File: src/sv/bmep_pkg.sv
package bmep_pkg;

  // Field widths of one input octet and one framing result, plus internal accumulator and counter widths
  localparam int unsigned DataW  = 8;
  localparam int unsigned LenW   = 17;
  localparam int unsigned IdW    = 31;
  localparam int unsigned AccW   = 32;
  localparam int unsigned CountW = 3;

  // BER tag values
  localparam logic [DataW-1:0] SEQ_TAG    = 8'h30;
  localparam logic [DataW-1:0] INT_TAG    = 8'h02;
  localparam logic [DataW-1:0] UNBIND_TAG = 8'h42;

  // Low tag bits all set means a multi-octet tag
  localparam logic [4:0] TAG_NUM_MASK = 5'h1F;

  // Long-form length limits (count of length octets) and the ID value octet limit
  localparam logic [6:0] OUTER_LEN_OCTETS_LIMIT = 7'd3;
  localparam logic [6:0] INNER_LEN_OCTETS_MAX   = 7'd4;
  localparam logic [6:0] ID_VALUE_OCTETS_MAX    = 7'd4;

  // Outer header is tag plus one length octet before any long-form octets
  localparam logic [CountW-1:0] OUTER_HDR_BASE = 3'd2;

  // Register reset value
  localparam logic [LenW-1:0] MAX_MSG_RESET = 17'd1024;

  typedef struct packed {
    logic [DataW-1:0] data_byte;
    logic             start_req;
  } octet_t;

  typedef struct packed {
    logic             status;
    logic [LenW-1:0]  message_octets;
    logic [IdW-1:0]   message_id;
    logic [DataW-1:0] operation_tag;
  } result_t;

endpackage

File: src/sv/bmep_intf.sv
interface bmep_in_if;
  import bmep_pkg::*;

  logic             valid;
  logic             ready;
  logic [DataW-1:0] data_byte;
  logic             start_req;

  modport source (output valid, output data_byte, output start_req, input ready);
  modport sink (input valid, input data_byte, input start_req, output ready);
endinterface

interface bmep_out_if;
  import bmep_pkg::*;

  logic             valid;
  logic             ready;
  logic             status;
  logic [LenW-1:0]  message_octets;
  logic [IdW-1:0]   message_id;
  logic [DataW-1:0] operation_tag;

  modport source (output valid, output status, output message_octets, output message_id,
                  output operation_tag, input ready);
  modport sink (input valid, input status, input message_octets, input message_id,
                input operation_tag, output ready);
endinterface

File: src/sv/ber_message_envelope_parser_top.sv
// BER message envelope parser.
// octet_i carries one received octet per transaction (data_byte) and a
// start_req flag that restarts framing at that octet. result_o carries one
// transaction per framed message: status 0 with the total length, messageID
// and protocolOp tag, or status 1 with zero fields as soon as a malformed
// envelope is detected; after an error octets are dropped until start_req.
// cfg_we_i/cfg_wdata_i write the largest accepted message size (reset 1024);
// write it only while no octet is in flight.
// A result reaches result_o through the input register and then the result
// register after the octet that completes or breaks the envelope is accepted.
// Throughput: one octet per cycle while result_o is not stalled; the state
// update for one octet is a single pass of decode logic between those two
// registers. Reset clears both registers' valid flags and returns the parser
// to waiting for an outer SEQUENCE tag. When result_o stalls, the input
// register takes at most one more octet and then octet_i.ready stays low
// until the result register drains.
module ber_message_envelope_parser_top
  import bmep_pkg::*;
(
  input  logic            clk_i,
  input  logic            rst_ni,
  bmep_in_if.sink         octet_i,
  bmep_out_if.source      result_o,
  input  logic            cfg_we_i,
  input  logic [LenW-1:0] cfg_wdata_i
);

  logic    s1_valid;
  octet_t  s1_octet;
  logic    out_free;
  logic    go;
  logic    res_valid;
  result_t res;

  // Process the held octet whenever the result slot can take an outcome
  assign go = s1_valid && out_free;

  bmep_in_stage u_in_stage (
    .clk_i   (clk_i),
    .rst_ni  (rst_ni),
    .octet_i (octet_i),
    .take_i  (go),
    .valid_o (s1_valid),
    .octet_o (s1_octet)
  );

  bmep_parser u_parser (
    .clk_i       (clk_i),
    .rst_ni      (rst_ni),
    .cfg_we_i    (cfg_we_i),
    .cfg_wdata_i (cfg_wdata_i),
    .go_i        (go),
    .octet_i     (s1_octet),
    .res_valid_o (res_valid),
    .res_o       (res)
  );

  bmep_out_stage u_out_stage (
    .clk_i    (clk_i),
    .rst_ni   (rst_ni),
    .load_i   (go && res_valid),
    .res_i    (res),
    .free_o   (out_free),
    .result_o (result_o)
  );

endmodule

File: src/sv/bmep_in_stage.sv
module bmep_in_stage
  import bmep_pkg::*;
(
  input  logic       clk_i,
  input  logic       rst_ni,
  bmep_in_if.sink    octet_i,
  input  logic       take_i,
  output logic       valid_o,
  output octet_t     octet_o
);

  logic   vld_q, vld_d;
  octet_t oct_q;

  // Accept when empty or when the held octet moves on this cycle
  assign octet_i.ready = !vld_q || take_i;

  always_comb begin
    vld_d = vld_q;
    if (take_i) begin
      vld_d = 1'b0;
    end
    if (octet_i.valid && octet_i.ready) begin
      vld_d = 1'b1;
    end
  end

  always_ff @(posedge clk_i or negedge rst_ni) begin
    if (!rst_ni) begin
      vld_q <= 1'b0;
    end else begin
      vld_q <= vld_d;
    end
  end

  // Capture payload on every accepted transaction
  always_ff @(posedge clk_i) begin
    if (octet_i.valid && octet_i.ready) begin
      oct_q.data_byte <= octet_i.data_byte;
      oct_q.start_req <= octet_i.start_req;
    end
  end

  assign valid_o = vld_q;
  assign octet_o = oct_q;

endmodule

File: src/sv/bmep_parser.sv
module bmep_parser
  import bmep_pkg::*;
(
  input  logic            clk_i,
  input  logic            rst_ni,
  input  logic            cfg_we_i,
  input  logic [LenW-1:0] cfg_wdata_i,
  input  logic            go_i,
  input  octet_t          octet_i,
  output logic            res_valid_o,
  output result_t         res_o
);

  typedef enum logic [3:0] {
    PH_TAG,
    PH_LEN0,
    PH_LENX,
    PH_IDTAG,
    PH_IDLEN0,
    PH_IDLENX,
    PH_IDVAL,
    PH_OPTAG,
    PH_OPLEN0,
    PH_OPLENX,
    PH_SKIP,
    PH_DROP
  } phase_e;

  phase_e              phase_q, phase_d;
  logic [CountW-1:0]   len_left_q, len_left_d;
  logic [AccW-1:0]     len_acc_q, len_acc_d;
  logic [LenW-1:0]     env_rem_q, env_rem_d;
  logic [CountW-1:0]   hdr_octets_q, hdr_octets_d;
  logic [IdW-1:0]      id_acc_q, id_acc_d;
  logic [CountW-1:0]   id_left_q, id_left_d;
  logic [DataW-1:0]    op_tag_q, op_tag_d;
  logic [LenW-1:0]     msg_total_q, msg_total_d;
  logic [LenW-1:0]     max_msg_q;

  logic [DataW-1:0]    b;
  logic [6:0]          nb;
  logic [LenW-1:0]     total;
  logic                drop, bad, ok;
  logic                fin_outer, start_id, op_short, enter_skip;

  assign b  = octet_i.data_byte;
  assign nb = b[6:0];

  // Hold the size limit register
  always_ff @(posedge clk_i or negedge rst_ni) begin
    if (!rst_ni) begin
      max_msg_q <= MAX_MSG_RESET;
    end else if (cfg_we_i) begin
      max_msg_q <= cfg_wdata_i;
    end
  end

  // Advance the framing state by one octet
  always_comb begin
    phase_d      = phase_q;
    len_left_d   = len_left_q;
    len_acc_d    = len_acc_q;
    env_rem_d    = env_rem_q;
    hdr_octets_d = hdr_octets_q;
    id_acc_d     = id_acc_q;
    id_left_d    = id_left_q;
    op_tag_d     = op_tag_q;
    msg_total_d  = msg_total_q;
    total        = '0;
    drop         = 1'b0;
    bad          = 1'b0;
    ok           = 1'b0;
    fin_outer    = 1'b0;
    start_id     = 1'b0;
    op_short     = 1'b0;
    enter_skip   = 1'b0;
    res_valid_o  = 1'b0;
    res_o        = '0;

    if (go_i) begin
      // Restart on a start marker, otherwise drop while in error
      if (octet_i.start_req) begin
        phase_d      = PH_TAG;
        len_left_d   = '0;
        len_acc_d    = '0;
        env_rem_d    = '0;
        hdr_octets_d = '0;
        id_acc_d     = '0;
        id_left_d    = '0;
        op_tag_d     = '0;
        msg_total_d  = '0;
      end else if (phase_q == PH_DROP) begin
        drop = 1'b1;
      end

      if (!drop) begin
        // Every octet inside the envelope uses up one remaining octet
        if (phase_d inside {[PH_IDTAG:PH_SKIP]}) begin
          if (env_rem_d == '0) begin
            bad = 1'b1;
          end else begin
            env_rem_d = env_rem_d - 1'b1;
          end
        end

        if (!bad) begin
          case (phase_d)
            PH_TAG: begin
              if (b != SEQ_TAG) begin
                bad = 1'b1;
              end else begin
                phase_d = PH_LEN0;
              end
            end
            PH_LEN0: begin
              if (b[7]) begin
                if (nb == '0 || nb >= OUTER_LEN_OCTETS_LIMIT) begin
                  bad = 1'b1;
                end else begin
                  len_left_d   = nb[CountW-1:0];
                  hdr_octets_d = OUTER_HDR_BASE + nb[CountW-1:0];
                  len_acc_d    = '0;
                  phase_d      = PH_LENX;
                end
              end else begin
                hdr_octets_d = OUTER_HDR_BASE;
                len_acc_d    = {{(AccW-DataW){1'b0}}, b};
                fin_outer    = 1'b1;
              end
            end
            PH_LENX: begin
              len_acc_d  = {16'd0, len_acc_d[7:0], b};
              len_left_d = len_left_d - 1'b1;
              if (len_left_d == '0) begin
                fin_outer = 1'b1;
              end
            end
            PH_IDTAG: begin
              if (b != INT_TAG || env_rem_d == '0) begin
                bad = 1'b1;
              end else begin
                phase_d = PH_IDLEN0;
              end
            end
            PH_IDLEN0: begin
              if (b[7]) begin
                if (nb == '0 || nb > INNER_LEN_OCTETS_MAX ||
                    {{(LenW-7){1'b0}}, nb} > env_rem_d) begin
                  bad = 1'b1;
                end else begin
                  len_left_d = nb[CountW-1:0];
                  len_acc_d  = '0;
                  phase_d    = PH_IDLENX;
                end
              end else begin
                len_acc_d = {{(AccW-DataW){1'b0}}, b};
                start_id  = 1'b1;
              end
            end
            PH_IDLENX: begin
              len_acc_d  = {len_acc_d[AccW-DataW-1:0], b};
              len_left_d = len_left_d - 1'b1;
              if (len_left_d == '0) begin
                start_id = 1'b1;
              end
            end
            PH_IDVAL: begin
              // First value octet must keep the ID non-negative
              if ({{(AccW-CountW){1'b0}}, id_left_d} == len_acc_d && b[7]) begin
                bad = 1'b1;
              end else begin
                id_acc_d  = {id_acc_d[IdW-DataW-1:0], b};
                id_left_d = id_left_d - 1'b1;
                if (id_left_d == '0) begin
                  if (env_rem_d == '0) begin
                    bad = 1'b1;
                  end else begin
                    phase_d = PH_OPTAG;
                  end
                end
              end
            end
            PH_OPTAG: begin
              op_tag_d = b;
              if (env_rem_d == '0) begin
                op_short = 1'b1;
              end else if (b[4:0] == TAG_NUM_MASK) begin
                bad = 1'b1;
              end else begin
                phase_d = PH_OPLEN0;
              end
            end
            PH_OPLEN0: begin
              if (b[7]) begin
                if (nb == '0 || nb > INNER_LEN_OCTETS_MAX) begin
                  bad = 1'b1;
                end else if ({{(LenW-7){1'b0}}, nb} > env_rem_d) begin
                  op_short = 1'b1;
                end else begin
                  len_left_d = nb[CountW-1:0];
                  len_acc_d  = '0;
                  phase_d    = PH_OPLENX;
                end
              end else if ({{(LenW-DataW){1'b0}}, b} > env_rem_d) begin
                op_short = 1'b1;
              end else begin
                enter_skip = 1'b1;
              end
            end
            PH_OPLENX: begin
              len_acc_d  = {len_acc_d[AccW-DataW-1:0], b};
              len_left_d = len_left_d - 1'b1;
              if (len_left_d == '0) begin
                if (len_acc_d > {{(AccW-LenW){1'b0}}, env_rem_d}) begin
                  op_short = 1'b1;
                end else begin
                  enter_skip = 1'b1;
                end
              end
            end
            PH_SKIP: begin
              if (env_rem_d == '0) begin
                ok = 1'b1;
              end
            end
            default: begin
              bad = 1'b1;
            end
          endcase
        end

        // Outer length known: check it against the limit
        if (fin_outer) begin
          total = {{(LenW-CountW){1'b0}}, hdr_octets_d} + {1'b0, len_acc_d[15:0]};
          if (len_acc_d == '0 || total > max_msg_q) begin
            bad = 1'b1;
          end else begin
            msg_total_d = total;
            env_rem_d   = len_acc_d[LenW-1:0];
            phase_d     = PH_IDTAG;
          end
        end

        // ID length known: it must be 1 to 4 octets and fit the envelope
        if (start_id) begin
          if (len_acc_d == '0 ||
              len_acc_d > {{(AccW-7){1'b0}}, ID_VALUE_OCTETS_MAX} ||
              len_acc_d > {{(AccW-LenW){1'b0}}, env_rem_d}) begin
            bad = 1'b1;
          end else begin
            id_left_d = len_acc_d[CountW-1:0];
            id_acc_d  = '0;
            phase_d   = PH_IDVAL;
          end
        end

        // Truncated operation header is only good for an unbind
        if (op_short) begin
          if (op_tag_d == UNBIND_TAG) begin
            enter_skip = 1'b1;
          end else begin
            bad = 1'b1;
          end
        end

        if (enter_skip) begin
          phase_d = PH_SKIP;
          if (env_rem_d == '0) begin
            ok = 1'b1;
          end
        end

        // Report the frame and restart or drop
        if (bad) begin
          phase_d     = PH_DROP;
          res_valid_o = 1'b1;
          res_o       = '0;
          res_o.status = 1'b1;
        end else if (ok) begin
          res_valid_o          = 1'b1;
          res_o.status         = 1'b0;
          res_o.message_octets = msg_total_d;
          res_o.message_id     = id_acc_d;
          res_o.operation_tag  = op_tag_d;
          phase_d      = PH_TAG;
          len_left_d   = '0;
          len_acc_d    = '0;
          env_rem_d    = '0;
          hdr_octets_d = '0;
          id_acc_d     = '0;
          id_left_d    = '0;
          op_tag_d     = '0;
          msg_total_d  = '0;
        end
      end
    end
  end

  always_ff @(posedge clk_i or negedge rst_ni) begin
    if (!rst_ni) begin
      phase_q      <= PH_TAG;
      len_left_q   <= '0;
      len_acc_q    <= '0;
      env_rem_q    <= '0;
      hdr_octets_q <= '0;
      id_acc_q     <= '0;
      id_left_q    <= '0;
      op_tag_q     <= '0;
      msg_total_q  <= '0;
    end else begin
      phase_q      <= phase_d;
      len_left_q   <= len_left_d;
      len_acc_q    <= len_acc_d;
      env_rem_q    <= env_rem_d;
      hdr_octets_q <= hdr_octets_d;
      id_acc_q     <= id_acc_d;
      id_left_q    <= id_left_d;
      op_tag_q     <= op_tag_d;
      msg_total_q  <= msg_total_d;
    end
  end

endmodule

File: src/sv/bmep_out_stage.sv
module bmep_out_stage
  import bmep_pkg::*;
(
  input  logic        clk_i,
  input  logic        rst_ni,
  input  logic        load_i,
  input  result_t     res_i,
  output logic        free_o,
  bmep_out_if.source  result_o
);

  logic    vld_q, vld_d;
  result_t res_q;

  // Slot is free when empty or drained this cycle
  assign free_o = !vld_q || result_o.ready;

  always_comb begin
    vld_d = vld_q;
    if (result_o.ready) begin
      vld_d = 1'b0;
    end
    if (load_i) begin
      vld_d = 1'b1;
    end
  end

  always_ff @(posedge clk_i or negedge rst_ni) begin
    if (!rst_ni) begin
      vld_q <= 1'b0;
    end else begin
      vld_q <= vld_d;
    end
  end

  // Hold the result until the sink takes it
  always_ff @(posedge clk_i) begin
    if (load_i) begin
      res_q <= res_i;
    end
  end

  assign result_o.valid          = vld_q;
  assign result_o.status         = res_q.status;
  assign result_o.message_octets = res_q.message_octets;
  assign result_o.message_id     = res_q.message_id;
  assign result_o.operation_tag  = res_q.operation_tag;

endmodule
File: src/flat_wrapper.sv
// flat-port wrapper written by rule: the top's interface ports become plain ports
module ber_message_envelope_parser_top_flat import bmep_pkg::*;
  (clk_i, rst_ni, cfg_we_i, cfg_wdata_i, octet_i_valid, octet_i_data_byte, octet_i_start_req, octet_i_ready, result_o_valid, result_o_status, result_o_message_octets, result_o_message_id, result_o_operation_tag, result_o_ready);
  bmep_in_if octet_i_i ();
  bmep_out_if result_o_i ();
  input  logic clk_i;
  input  logic rst_ni;
  input  logic cfg_we_i;
  input  logic [LenW-1:0] cfg_wdata_i;
  input wire logic [$bits(octet_i_i.valid)-1:0] octet_i_valid;
  input wire logic [$bits(octet_i_i.data_byte)-1:0] octet_i_data_byte;
  input wire logic [$bits(octet_i_i.start_req)-1:0] octet_i_start_req;
  output wire logic [$bits(octet_i_i.ready)-1:0] octet_i_ready;
  output wire logic [$bits(result_o_i.valid)-1:0] result_o_valid;
  output wire logic [$bits(result_o_i.status)-1:0] result_o_status;
  output wire logic [$bits(result_o_i.message_octets)-1:0] result_o_message_octets;
  output wire logic [$bits(result_o_i.message_id)-1:0] result_o_message_id;
  output wire logic [$bits(result_o_i.operation_tag)-1:0] result_o_operation_tag;
  input wire logic [$bits(result_o_i.ready)-1:0] result_o_ready;
  assign octet_i_i.valid = octet_i_valid;
  assign octet_i_i.data_byte = octet_i_data_byte;
  assign octet_i_i.start_req = octet_i_start_req;
  assign octet_i_ready = octet_i_i.ready;
  assign result_o_valid = result_o_i.valid;
  assign result_o_status = result_o_i.status;
  assign result_o_message_octets = result_o_i.message_octets;
  assign result_o_message_id = result_o_i.message_id;
  assign result_o_operation_tag = result_o_i.operation_tag;
  assign result_o_i.ready = result_o_ready;
  ber_message_envelope_parser_top u_core (.clk_i(clk_i), .rst_ni(rst_ni), .octet_i(octet_i_i), .result_o(result_o_i), .cfg_we_i(cfg_we_i), .cfg_wdata_i(cfg_wdata_i));
endmodule
File: config.mk
export PLATFORM = sky130hd
export DESIGN_NAME = ber_message_envelope_parser_top_flat
export DESIGN_NICKNAME = d
export VERILOG_FILES = /design/src/sv/bmep_pkg.sv /design/src/sv/bmep_intf.sv /design/src/sv/ber_message_envelope_parser_top.sv /design/src/sv/bmep_in_stage.sv /design/src/sv/bmep_parser.sv /design/src/sv/bmep_out_stage.sv /design/src/flat_wrapper.sv
export SDC_FILE = /design/constraint.sdc
export NUM_CORES = 1
export LEC_CHECK = 0
export BUFFER_PORTS_ARGS = -buffer_cell sky130_fd_sc_hd__buf_4
export CORE_ASPECT_RATIO = 2
export CORE_MARGIN = 8
export CORE_UTILIZATION = 62
export DETAILED_ROUTE_END_ITERATION = 12
export GPL_ROUTABILITY_DRIVEN = 0
export PLACE_DENSITY = 0.82
export SETUP_SLACK_MARGIN = 0.4
export SLEW_MARGIN = 0
export SYNTH_ARGS = -nofsm -noshare
export SYNTH_HDL_FRONTEND = slang
export SYNTH_SLANG_ARGS = --single-unit
File: constraint.sdc
create_clock -name clk_i -period 14.84 [get_ports clk_i]
set_input_delay 2.226 -clock clk_i [delete_from_list [all_inputs] [get_ports clk_i]]
set_output_delay 2.226 -clock clk_i [all_outputs]
set_load 0.1 [all_outputs]
After elaboration in Yosys (flattened, before gate mapping) --
Cells that the tools add are included.
Storage, ports and cells: register bits 203, logic and storage cells 270
Operators by class: add/sub/neg operators 5, $lt $le $gt $ge 10, equality and inequality tests 16, muxes and demuxes 188, bitwise gates (word level) 2, reduce and logical (&&, ||, !) cells 31
Operator list (count):
- $mux 32 | 15
- $mux 17 | 19
- $mux 31 | 9
- $pmux 32 s5 | 1
- $mux 4 | 25
- $mux 3 | 33
- $mux 1 | 69
- $gt 32x17->1 | 2
- $mux 8 | 8
- $mux 57 | 1
- $mux 56 | 1
- $logic_not 17->1 | 3
- $eq 3x32->1 | 1
- $gt 32x3->1 const B | 1
- $logic_not 32->1 | 1
- $pmux 4 s7 | 1
- $add 3x16->17 | 1
- $gt 17x17->1 | 1
- $gt 7x17->1 | 1
- $gt 8x17->1 | 1
- $sub 17x1->17 const B | 1
- $eq 4x3->1 const B | 4
- $eq 4x4->1 const B | 4
- $pmux 3 s4 | 1
- 26 further kinds | 48

Longest topological paths before layout --
Gate-level depths: netlist of the first run.
depth in word-level cells 37, gate-level depth with buffers 57

By module --
From an unflattened synthesis of the first run, not the netlist that was laid out.
Second synthesis, totals: cell total of the unflattened synthesis 1455, area, all modules 13192.7 um^2
By module, submodules not included:
- bmep_parser | times used 1, cells an instance 1380, area each 11096.9 um^2
- bmep_out_stage | times used 1, cells an instance 60, area each 1759.2 um^2
- bmep_in_stage | times used 1, cells an instance 13, area each 324.1 um^2
- ber_message_envelope_parser_top | times used 1, cells an instance 2, area each 12.5 um^2

Worst setup path before layout of the first run --
No wires, ideal clock.
kind register -> register, from reg u_core.u_in_stage.oct_q (netlist bit u_core.u_in_stage.octet_o[0]), to reg u_core.u_out_stage.res_q (netlist bit u_core.u_out_stage.result_o.message_id[0]) (enable), setup time 0.643 ns, data arrival time 11.669 ns, required time 14.197 ns, setup slack 2.527 ns, stages on the path, launching flop included 54, buffers on the path 7, path through edfxtp_1 buf_2 buf_2 inv_1 clkbuf_1 clkbuf_1 buf_1 buf_1 nand2_1 ha_1 o211a_1 a211oi_2 and3_1 xnor2_1 inv_1 ha_1 o211ai_1 a21oi_1 [18 not listed] o21ai_0 a211oi_1 a211oi_2 mux2_2 ha_1 nor2b_1 o21ai_0 nand2b_1 a21oi_1 o21ai_0 nand3_1 a21boi_0 o41ai_1 and3_1 o211ai_1 or4b_4 nand2_1 nand2_1
On the way: longest elaborated chain between the ends 34, elaborated cells on any way between the ends 144, classes of those cells add/sub (4); order compare (8); eq/ne (12); mux (103); reduce/logical (17)
RTL lines:
- start: declaration | RTL line bmep_in_stage.sv:13 | octet_t oct_q;
- $mux 17 or $mux 4 (tied branches) | RTL line bmep_parser.sv:82 | if (octet_i.start_req) begin
- $mux 17 or $mux 4 (tied branches) | RTL line bmep_parser.sv:80 | if (go_i) begin
- $sub 17x1->17, or another cell as far along | RTL line bmep_parser.sv:102 | env_rem_d = env_rem_d - 1'b1;
- $mux 17 or $logic_and 1x1->1 (tied branches) | RTL line bmep_parser.sv:99, bmep_parser.sv:98
- $mux 17 | RTL line bmep_parser.sv:98 | if (phase_d inside {[PH_IDTAG:PH_SKIP]}) begin
- $mux 17 | RTL line bmep_parser.sv:96 | if (!drop) begin
- $mux 17 | RTL line bmep_parser.sv:80
- $gt 7x17->1 | RTL line bmep_parser.sv:148, bmep_parser.sv:197
- [19 not listed]
- $mux 1 | RTL line bmep_parser.sv:258 | if (op_short) begin
- $mux 1 | RTL line bmep_parser.sv:96
- $mux 1 | RTL line bmep_parser.sv:80
- $mux 1 | RTL line bmep_parser.sv:274 | if (bad) begin
- $mux 1 * | RTL line bmep_parser.sv:96
- $mux 1 * | RTL line bmep_parser.sv:80
- $logic_and 1x1->1 * | RTL line ber_message_envelope_parser_top.sv:61 | .load_i (go && res_valid),
- net u_core.u_out_stage.load_i | RTL line bmep_out_stage.sv:6 | input logic load_i,
- end signal: assignment | RTL line bmep_out_stage.sv:39 | res_q <= res_i;
- end: declaration | RTL line bmep_out_stage.sv:13 | result_t res_q;
The timed path passes the listed nets; every way through them passes the cells marked *. The select of a mux whose other input is x is not followed. A chain may end at the register's enable or synchronous reset.

Worst setup path after layout of the first run --
from reg u_core.u_in_stage.oct_q (netlist bit u_core.u_in_stage.octet_o[0]), to reg u_core.u_out_stage.res_q (netlist bit u_core.u_out_stage.result_o.message_id[20]) (enable)
Same word-level chain as after synthesis.

==> results of run 1 <==
==> placed cells by master (no fill, tap or decap), drive strengths merged, types with 10 or more instances in the layout <==
master  netlist  final
a21oi       103    103
a22o         65     65
a22oi        10     10
a31oi        11     11
and3         14     14
buf          27    115
clkbuf       57     29
dfrtp       136    136
edfxtp       66     66
ha           60     60
inv          62     64
mux2         11     11
mux2i        16     16
nand2       200    200
nand2b       16     16
nand3        34     34
nand4        17     17
nor2         90     90
nor2b        33     33
nor3         41     41
nor3b        12     12
nor4         15     15
o211ai       12     12
o21ai        89     89
o22ai        11     11
o31ai        18     18
or2          16     16
or3          10     10
or4          15     15
xnor2        22     22
==> per-layer routing <==
layer,track usage [%],vias up,share of wire (%)
met2,58.84,910,49
met3,10.07,314,10
met1,35.46,5800,32
li1,-,5330,-
met5,0,-,0.034
met4,28.19,2,9.0
==> cell type report <==
cell class	instances	area share [%]
repair buffers	116	6.077
clock inverters	7	0.3999
clock buffers	28	3.903
multi-input cells	1070	48.07
flip-flops and latches	203	37.60
inverters	63	1.643
well taps	266	2.312
==> per-stage QoR <==
| step | hold slack (ps) | area [um^2] | setup WS, ps | power, uW | utilization (%) |
|---|---|---|---|---|---|
| after floorplan | 442.2 | 12900 | 2527 | 1872 | - |
| final | 489.1 | 14390 | 1972 | 2831 | 70.34 |
| after detailed placement | 474.3 | 13770 | 2342 | 2265 | 67.27 |
| after global placement | 462.9 | 13770 | 2702 | 2236 | 67.27 |
| after global routing | 505.2 | 14390 | 1249 | 2958 | 70.34 |
| after CTS | 488.9 | 14390 | 2272 | 2762 | 70.30 |
==> how the worst max path moves through the flow <==
| stage | start | to | slack (ps) | cells after the start |
|---|---|---|---|---|
| 6_report | u_core.u_in_stage.octet_o[0]$_DFFE_PP_ | u_core.u_out_stage.result_o.message_id[20]$_SDFFCE_PP0P_ | 1970 | 49 |
| 5_1_grt | u_core.u_in_stage.octet_o[0]$_DFFE_PP_ | u_core.u_out_stage.result_o.message_id[20]$_SDFFCE_PP0P_ | 1250 | 49 |
| 4_1_cts | u_core.u_in_stage.octet_o[0]$_DFFE_PP_ | u_core.u_out_stage.result_o.message_id[20]$_SDFFCE_PP0P_ | 2270 | 49 |
| 3_5_place_dp | u_core.u_in_stage.octet_o[0]$_DFFE_PP_ | u_core.u_out_stage.result_o.message_id[11]$_SDFFCE_PP0P_ | 2340 | 49 |
| 3_3_place_gp | u_core.u_in_stage.octet_o[0]$_DFFE_PP_ | u_core.u_out_stage.result_o.message_id[3]$_SDFFCE_PP0P_ | 2700 | 49 |
| 2_1_floorplan | u_core.u_in_stage.octet_o[0]$_DFFE_PP_ | u_core.u_out_stage.result_o.message_id[0]$_SDFFCE_PP0P_ | 2530 | 53 |
==> power by group through the flow <==
stage               sequential [uW]  clock, uW  combinational (uW)
global route                    764        522                1670
global placement                758          0                1480
floorplan                      1030          0                 845
detailed placement              758          0                1510
finish                          755        500                1580
CTS                             748        498                1520
==> tightest hold or removal path: stages, from the launching register on <==
cell	delay, ps
dfrtp_1	350
nand2_1	50
o21ai_0	60
==> flip-flops by register name, indices dropped and copies added, names as in the netlist, 3 cells and up <==
signal	count
u_core.u_parser.len_acc_q	32
u_core.u_out_stage.result_o.message_id	31
u_core.u_parser.id_acc_q	31
u_core.u_out_stage.result_o.message_octets	17
u_core.u_parser.env_rem_q	17
u_core.u_parser.max_msg_q	17
u_core.u_parser.msg_total_q	17
u_core.u_in_stage.octet_o	9
u_core.u_out_stage.result_o.operation_tag	8
u_core.u_parser.op_tag_q	8
u_core.u_parser.phase_q	4
u_core.u_parser.hdr_octets_q	3
u_core.u_parser.id_left_q	3
u_core.u_parser.len_left_q	3
==> cell families (layout without fill, tap and decap cells) <==
logic type / Yosys count / after routing / share of synthesized area [%]
fa+ha+maj: 61 / 61 / 5.975
compound gates: 412 / 412 / 22.01
buf+inv: 147 / 214 / 4.666
simple gates: 539 / 539 / 21.03
mux: 27 / 27 / 2.202
flops: 203 / 203 / 41.95
xor+xnor: 31 / 31 / 2.163
==> impl_metrics.csv, run 1 <==
group,metric,value,unit
sta,hold_viol_final,0,
worst_setup_path,critPathSlowestCell,"a211o_1",
route,postRouteAntennaNets,0,
global_route,grt_overflow,0,
layout,areaGrowthSynthToFinish,11.58,%
logic_synthesis,synth_top_area_share,26.38,%
logic_synthesis,postSynthAreaPerCell,9.084,um^2
route,dr.pass1.iters,6,
worst_hold_path,whs_path_depth,2,
route,drc,0,
layout,finalNonFillerCells,1753,
placement,place_hpwl,30110,um
power,vdd_drop_max,0.1108,mV
clock_network,clkTransAtPathRegs,70,ps
logic_synthesis,yosysMostFrequentCell,"nand2_1",
worst_setup_path,arrival,13090,ps
route,viasPerCell,7.048,
sta,setup_viol,0,
die,num_rows,74,
logic_synthesis,synth_area_leaders,"dfrtp_1 (26%), edfxtp_1 (15%), ha_1 (5.8%)",
logic_synthesis,ys.warnings.count,0,
power,power.switching,1429,uW
sta,fin_crit_sh,86.71,%
logic_synthesis,synthFlopType,"dfrtp_1",
sta,worst_pin_slew,1212,ps
die,die_y,220.0,um
layout,fill_cells,1590,
worst_setup_path,worstRegToRegCells,49,
logic_synthesis,ys_async_sr_fraction,67.49,%
global_route,grt_max_degree,98,
logic_synthesis,ys_ff_latch,203,
power,p_per_area,196.7,nW/um^2
clock_network,cts.path.max_buffers,3,
logic_synthesis,synth_common_cells,"nand2_1 (200), dfrtp_1 (136), a21oi_1 (101)",
clock_network,root_buffer,"clkbuf_16",
worst_setup_path,crit_fanout,40,
clock_network,cts_setup_buffers,0,
sta,fin_skew,20.88,ps
die,start_util,63.04,%
power,p_seq_share,26.7,%
die,core_area,20460,um^2
sta,period_needed,12870,ps
route,drt_iter0_markers,1448,
worst_setup_path,regToRegSetupSlack,1970,ps
die,ioPinCount,90,
sta,rsz0062_at_grt,"false",
worst_hold_path,worstHoldStart,"u_core.u_parser.hdr_octets_q[2]$_DFFE_PN0P_",
worst_hold_path,min_to,"u_core.u_parser.hdr_octets_q[2]$_DFFE_PN0P_",
worst_hold_path,min_path_type,"reg -> reg",
sta,relSlewSlack,18.90,%
worst_setup_path,critPathBufInv,7,
placement,placed_cells,1717,
logic_synthesis,netlist_area,12900,um^2
outcome,status,"complete, no violations",
placement,numPortBuffers,89,
logic_synthesis,synth_cell_types,95,
route,routedWlPerCell,25.16,um
route,routed_wirelength,44100,um
run,cap_viol_max_count,0,
layout,final_nets,1566,
sta,final_max_slew_viol_count,0,
layout,diodes,0,
worst_setup_path,crit_type,"reg -> reg",
power,clkPwrFrac,17.6,%
logic_synthesis,synth_nets,1512,
worst_setup_path,cp_slowest_stage_delay,850,ps
clock_network,cts_buffers,20,
power,p_int,1403,uW
global_route,antenna_found_initial,1,
logic_synthesis,synth_edf_count,66,
global_route,grt_pass1_vias,12420,
worst_setup_path,r2r-end,"u_core.u_out_stage.result_o.message_id[20]$_SDFFCE_PP0P_",
power,total_leakage_power,0.006050,uW
clock_network,cts_tree,"yes",
layout,drive_above_1_share,14.32,%
layout,multiInputGateArea,6918,um^2
worst_setup_path,cp_data_required_time,15060,ps
power,combPwrFrac,55.7,%
worst_setup_path,start_kind,"flop",
worst_setup_path,crit_path_end_kind,"flop",
clock_network,clk_latency,540,ps
sta,fin_setup_tns,0,ps
die,dieArea,25960,um^2
logic_synthesis,yosysSeqAreaShare,41.95,%
die,die_x,118.0,um
sta,fmax,77.71,MHz
worst_setup_path,worstReg2RegStart,"u_core.u_in_stage.octet_o[0]$_DFFE_PP_",
layout,seq_area,5411,um^2
clock_network,cts_resized,0,
global_route,grt_first_pass_wirelength,69550,um
worst_setup_path,critical-path-top-delay-family,"compound AO/OA/AOI/OAI gates",
clock_network,htreeDepth,1,
logic_synthesis,synth_cells,1420,
clock_network,postCtsHoldBufs,0,
clock_network,clkSinkCount,203,
global_route,grt_use_total,34.79,%
route,vias,12360,
logic_synthesis,yosys.area.top_type,"dfrtp_1",
power,swShare,50.46,%
Note: power is estimated with default switching activity, not from simulation.
==> run 2: changes to the inputs <==
Settings changed: CORE_UTILIZATION 62 to 56, PLACE_DENSITY 0.82 to 0.78.
Clock period 14.84 ns to 10.6 ns, I/O delays scaled along.
==> impl_metrics.csv, run 2 (synthesized netlist as in run 1, its figures left out) <==
group,metric,value,unit
outcome,status,"complete, no violations",
sta,relSlewSlack,18.01,%
worst_setup_path,start_kind,"flop",
sta,fin_skew,21.94,ps
placement,numPortBuffers,89,
global_route,antenna_found_initial,0,
clock_network,htreeDepth,1,
die,core_area,22640,um^2
layout,fill_cells,1733,
global_route,grt_use_total,32.95,%
clock_network,cts_buffers,20,
layout,final_nets,1645,
layout,largest_reg_flops,32,
sta,fmax,98.64,MHz
layout,top_register,"u_core.u_parser.len_acc_q",
route,wl_met1,15210,um
layout,areaGrowthSynthToFinish,20.91,%
worst_setup_path,arrival,10360,ps
run,cap_viol_max_count,0,
sta,setup_viol,0,
power,finalPower,4471,uW
clock_network,cts_tree,"yes",
die,dieArea,28440,um^2
worst_hold_path,min_path_type,"reg -> reg",
placement,place_hpwl,32080,um
global_route,grt_first_pass_wirelength,71010,um
global_route,grt_max_degree,88,
route,viasPerCell,6.930,
die,die_x,123.3,um
route,dr.pass1.iters,6,
clock_network,root_buffer,"clkbuf_16",
clock_network,clkTransAtPathRegs,80,ps
clock_network,cts.path.max_buffers,3,
die,start_util,56.97,%
worst_setup_path,critPathSlowestCell,"or4b_4",
layout,final_cell_mix,"nand2_1 (195), buf_4 (181), dfrtp_1 (131)",
route,drc,0,
sta,fin_setup_tns,0,ps
sta,period_needed,10140,ps
power,p_per_area,286.7,nW/um^2
layout,fin_util,68.88,%
worst_setup_path,cp_data_required_time,10820,ps
sta,hold_ws,485.4,ps
route,vias,12800,
sta,final_max_slew_viol_count,0,
global_route,grt_overflow,0,
sta,rsz0062_at_grt,"true",
route,routedWlPerCell,25.98,um
layout,drive_above_1_share,22.59,%
route,postRouteAntennaNets,0,
die,ioPinCount,90,
route,routed_wirelength,47990,um
worst_setup_path,cp_slowest_stage_delay,630,ps
worst_setup_path,crit_type,"reg -> reg",
die,die_y,230.6,um
power,vdd_drop_max,0.2069,mV
worst_setup_path,crit_path_end_kind,"flop",
route,highest_layer,"met4",
route,met2_wirelength,23300,um
route,routed-wl-met3,4406,um
layout,layout_commonest_cell,"nand2_1",
sta,worst_pin_slew,1225,ps
worst_setup_path,crit_fanout,8,
worst_setup_path,regToRegSetupSlack,460,ps
layout,diodes,0,
power,total_leakage_power,0.006621,uW
die,num_rows,78,
sta,hold_viol_final,0,
global_route,grt_pass1_vias,12720,
sta,fin_crit_sh,95.64,%
route,drt_iter0_markers,1417,
clock_network,clkSinkCount,203,
clock_network,clk_latency,550,ps
run 2: power by group:
group | switching (uW) | internal, uW | leakage [uW]
Combinational | 1780 | 899 | 0.00380
Sequential | 93.4 | 946 | 0.00249
Clock | 329 | 427 | 0.000341
Total | 2200 | 2270 | 0.00662
run 2: critical path, delay by kind of cell, from the launching register on:
kind / cells / cell delay (ps)
adders and majority gates: 6 / 1630
muxes: 1 / 390
AOI/OAI and AO/OA: 13 / 2310
buffers and inverters: 7 / 730
and+or+nand+nor: 18 / 4160
xor gates and xnor gates: 1 / 90
DFF: 1 / 440
run 2: stage by stage:
| step | cell area (um^2) | cells | setup slack [ps] |
|---|---|---|---|
| detailed placement | 14230 | 1775 | -0.2833 |
| global route | 15600 | 1847 | 159.3 |
| CTS | 15000 | 1816 | 469.7 |
| finish | 15600 | 1847 | 461.9 |
| floorplan | 13050 | 1420 | 402.0 |
| global placement | 14230 | 1775 | 281.8 |
run 2: cell type report:
| class | count | area (um^2) | share of cell area (%) |
|---|---|---|---|
| inverters | 63 | 241.5 | 1.548 |
| clock buffers | 31 | 654.4 | 4.196 |
| repair buffers | 188 | 1446 | 9.274 |
| multi-input cells | 1077 | 7453 | 47.79 |
| well taps | 280 | 350.3 | 2.246 |
| clock inverters | 5 | 32.53 | 0.2086 |
| flip-flops and latches | 203 | 5418 | 34.74 |
run 2: path summary, 6_finish.rpt:
kind                                                                                    end                                   startpoint  cells after the start
worst max-delay path            u_core.u_out_stage.result_o.message_octets[4]$_SDFFCE_PP0P_       u_core.u_in_stage.octet_o[0]$_DFFE_PP_                     46
worst min-delay path                            u_core.u_parser.hdr_octets_q[2]$_DFFE_PN0P_  u_core.u_parser.hdr_octets_q[2]$_DFFE_PN0P_                      2
worst max register to register  u_core.u_out_stage.result_o.message_octets[4]$_SDFFCE_PP0P_       u_core.u_in_stage.octet_o[0]$_DFFE_PP_                     46
worst min register to register                  u_core.u_parser.hdr_octets_q[2]$_DFFE_PN0P_  u_core.u_parser.hdr_octets_q[2]$_DFFE_PN0P_                      2
max in group asynchronous                         u_core.u_parser.len_acc_q[27]$_DFFE_PN0P_                                       rst_ni                      2
min in group asynchronous                           u_core.u_parser.op_tag_q[2]$_DFFE_PN0P_                                       rst_ni                      1
run 2: layer usage:
| metal | vias up | global-route usage, % |
|---|---|---|
| li1 | 5492 | - |
| met1 | 6069 | 33.36 |
| met2 | 902 | 54.22 |
| met3 | 337 | 8.411 |
| met4 | 0 | 29.31 |
| met5 | - | 0 |
run 2: what timing repair did:
| action | 4_1_cts | 5_1_grt |
|---|---|---|
| buffers inserted | 4 | 25 |
| resized for setup | 7 | 70 |
| pin swaps | 2 | 49 |
| gates cloned | 1 | 6 |
| hold buffers | 0 | 0 |
| endpoints found under the setup margin | 63 | 105 |
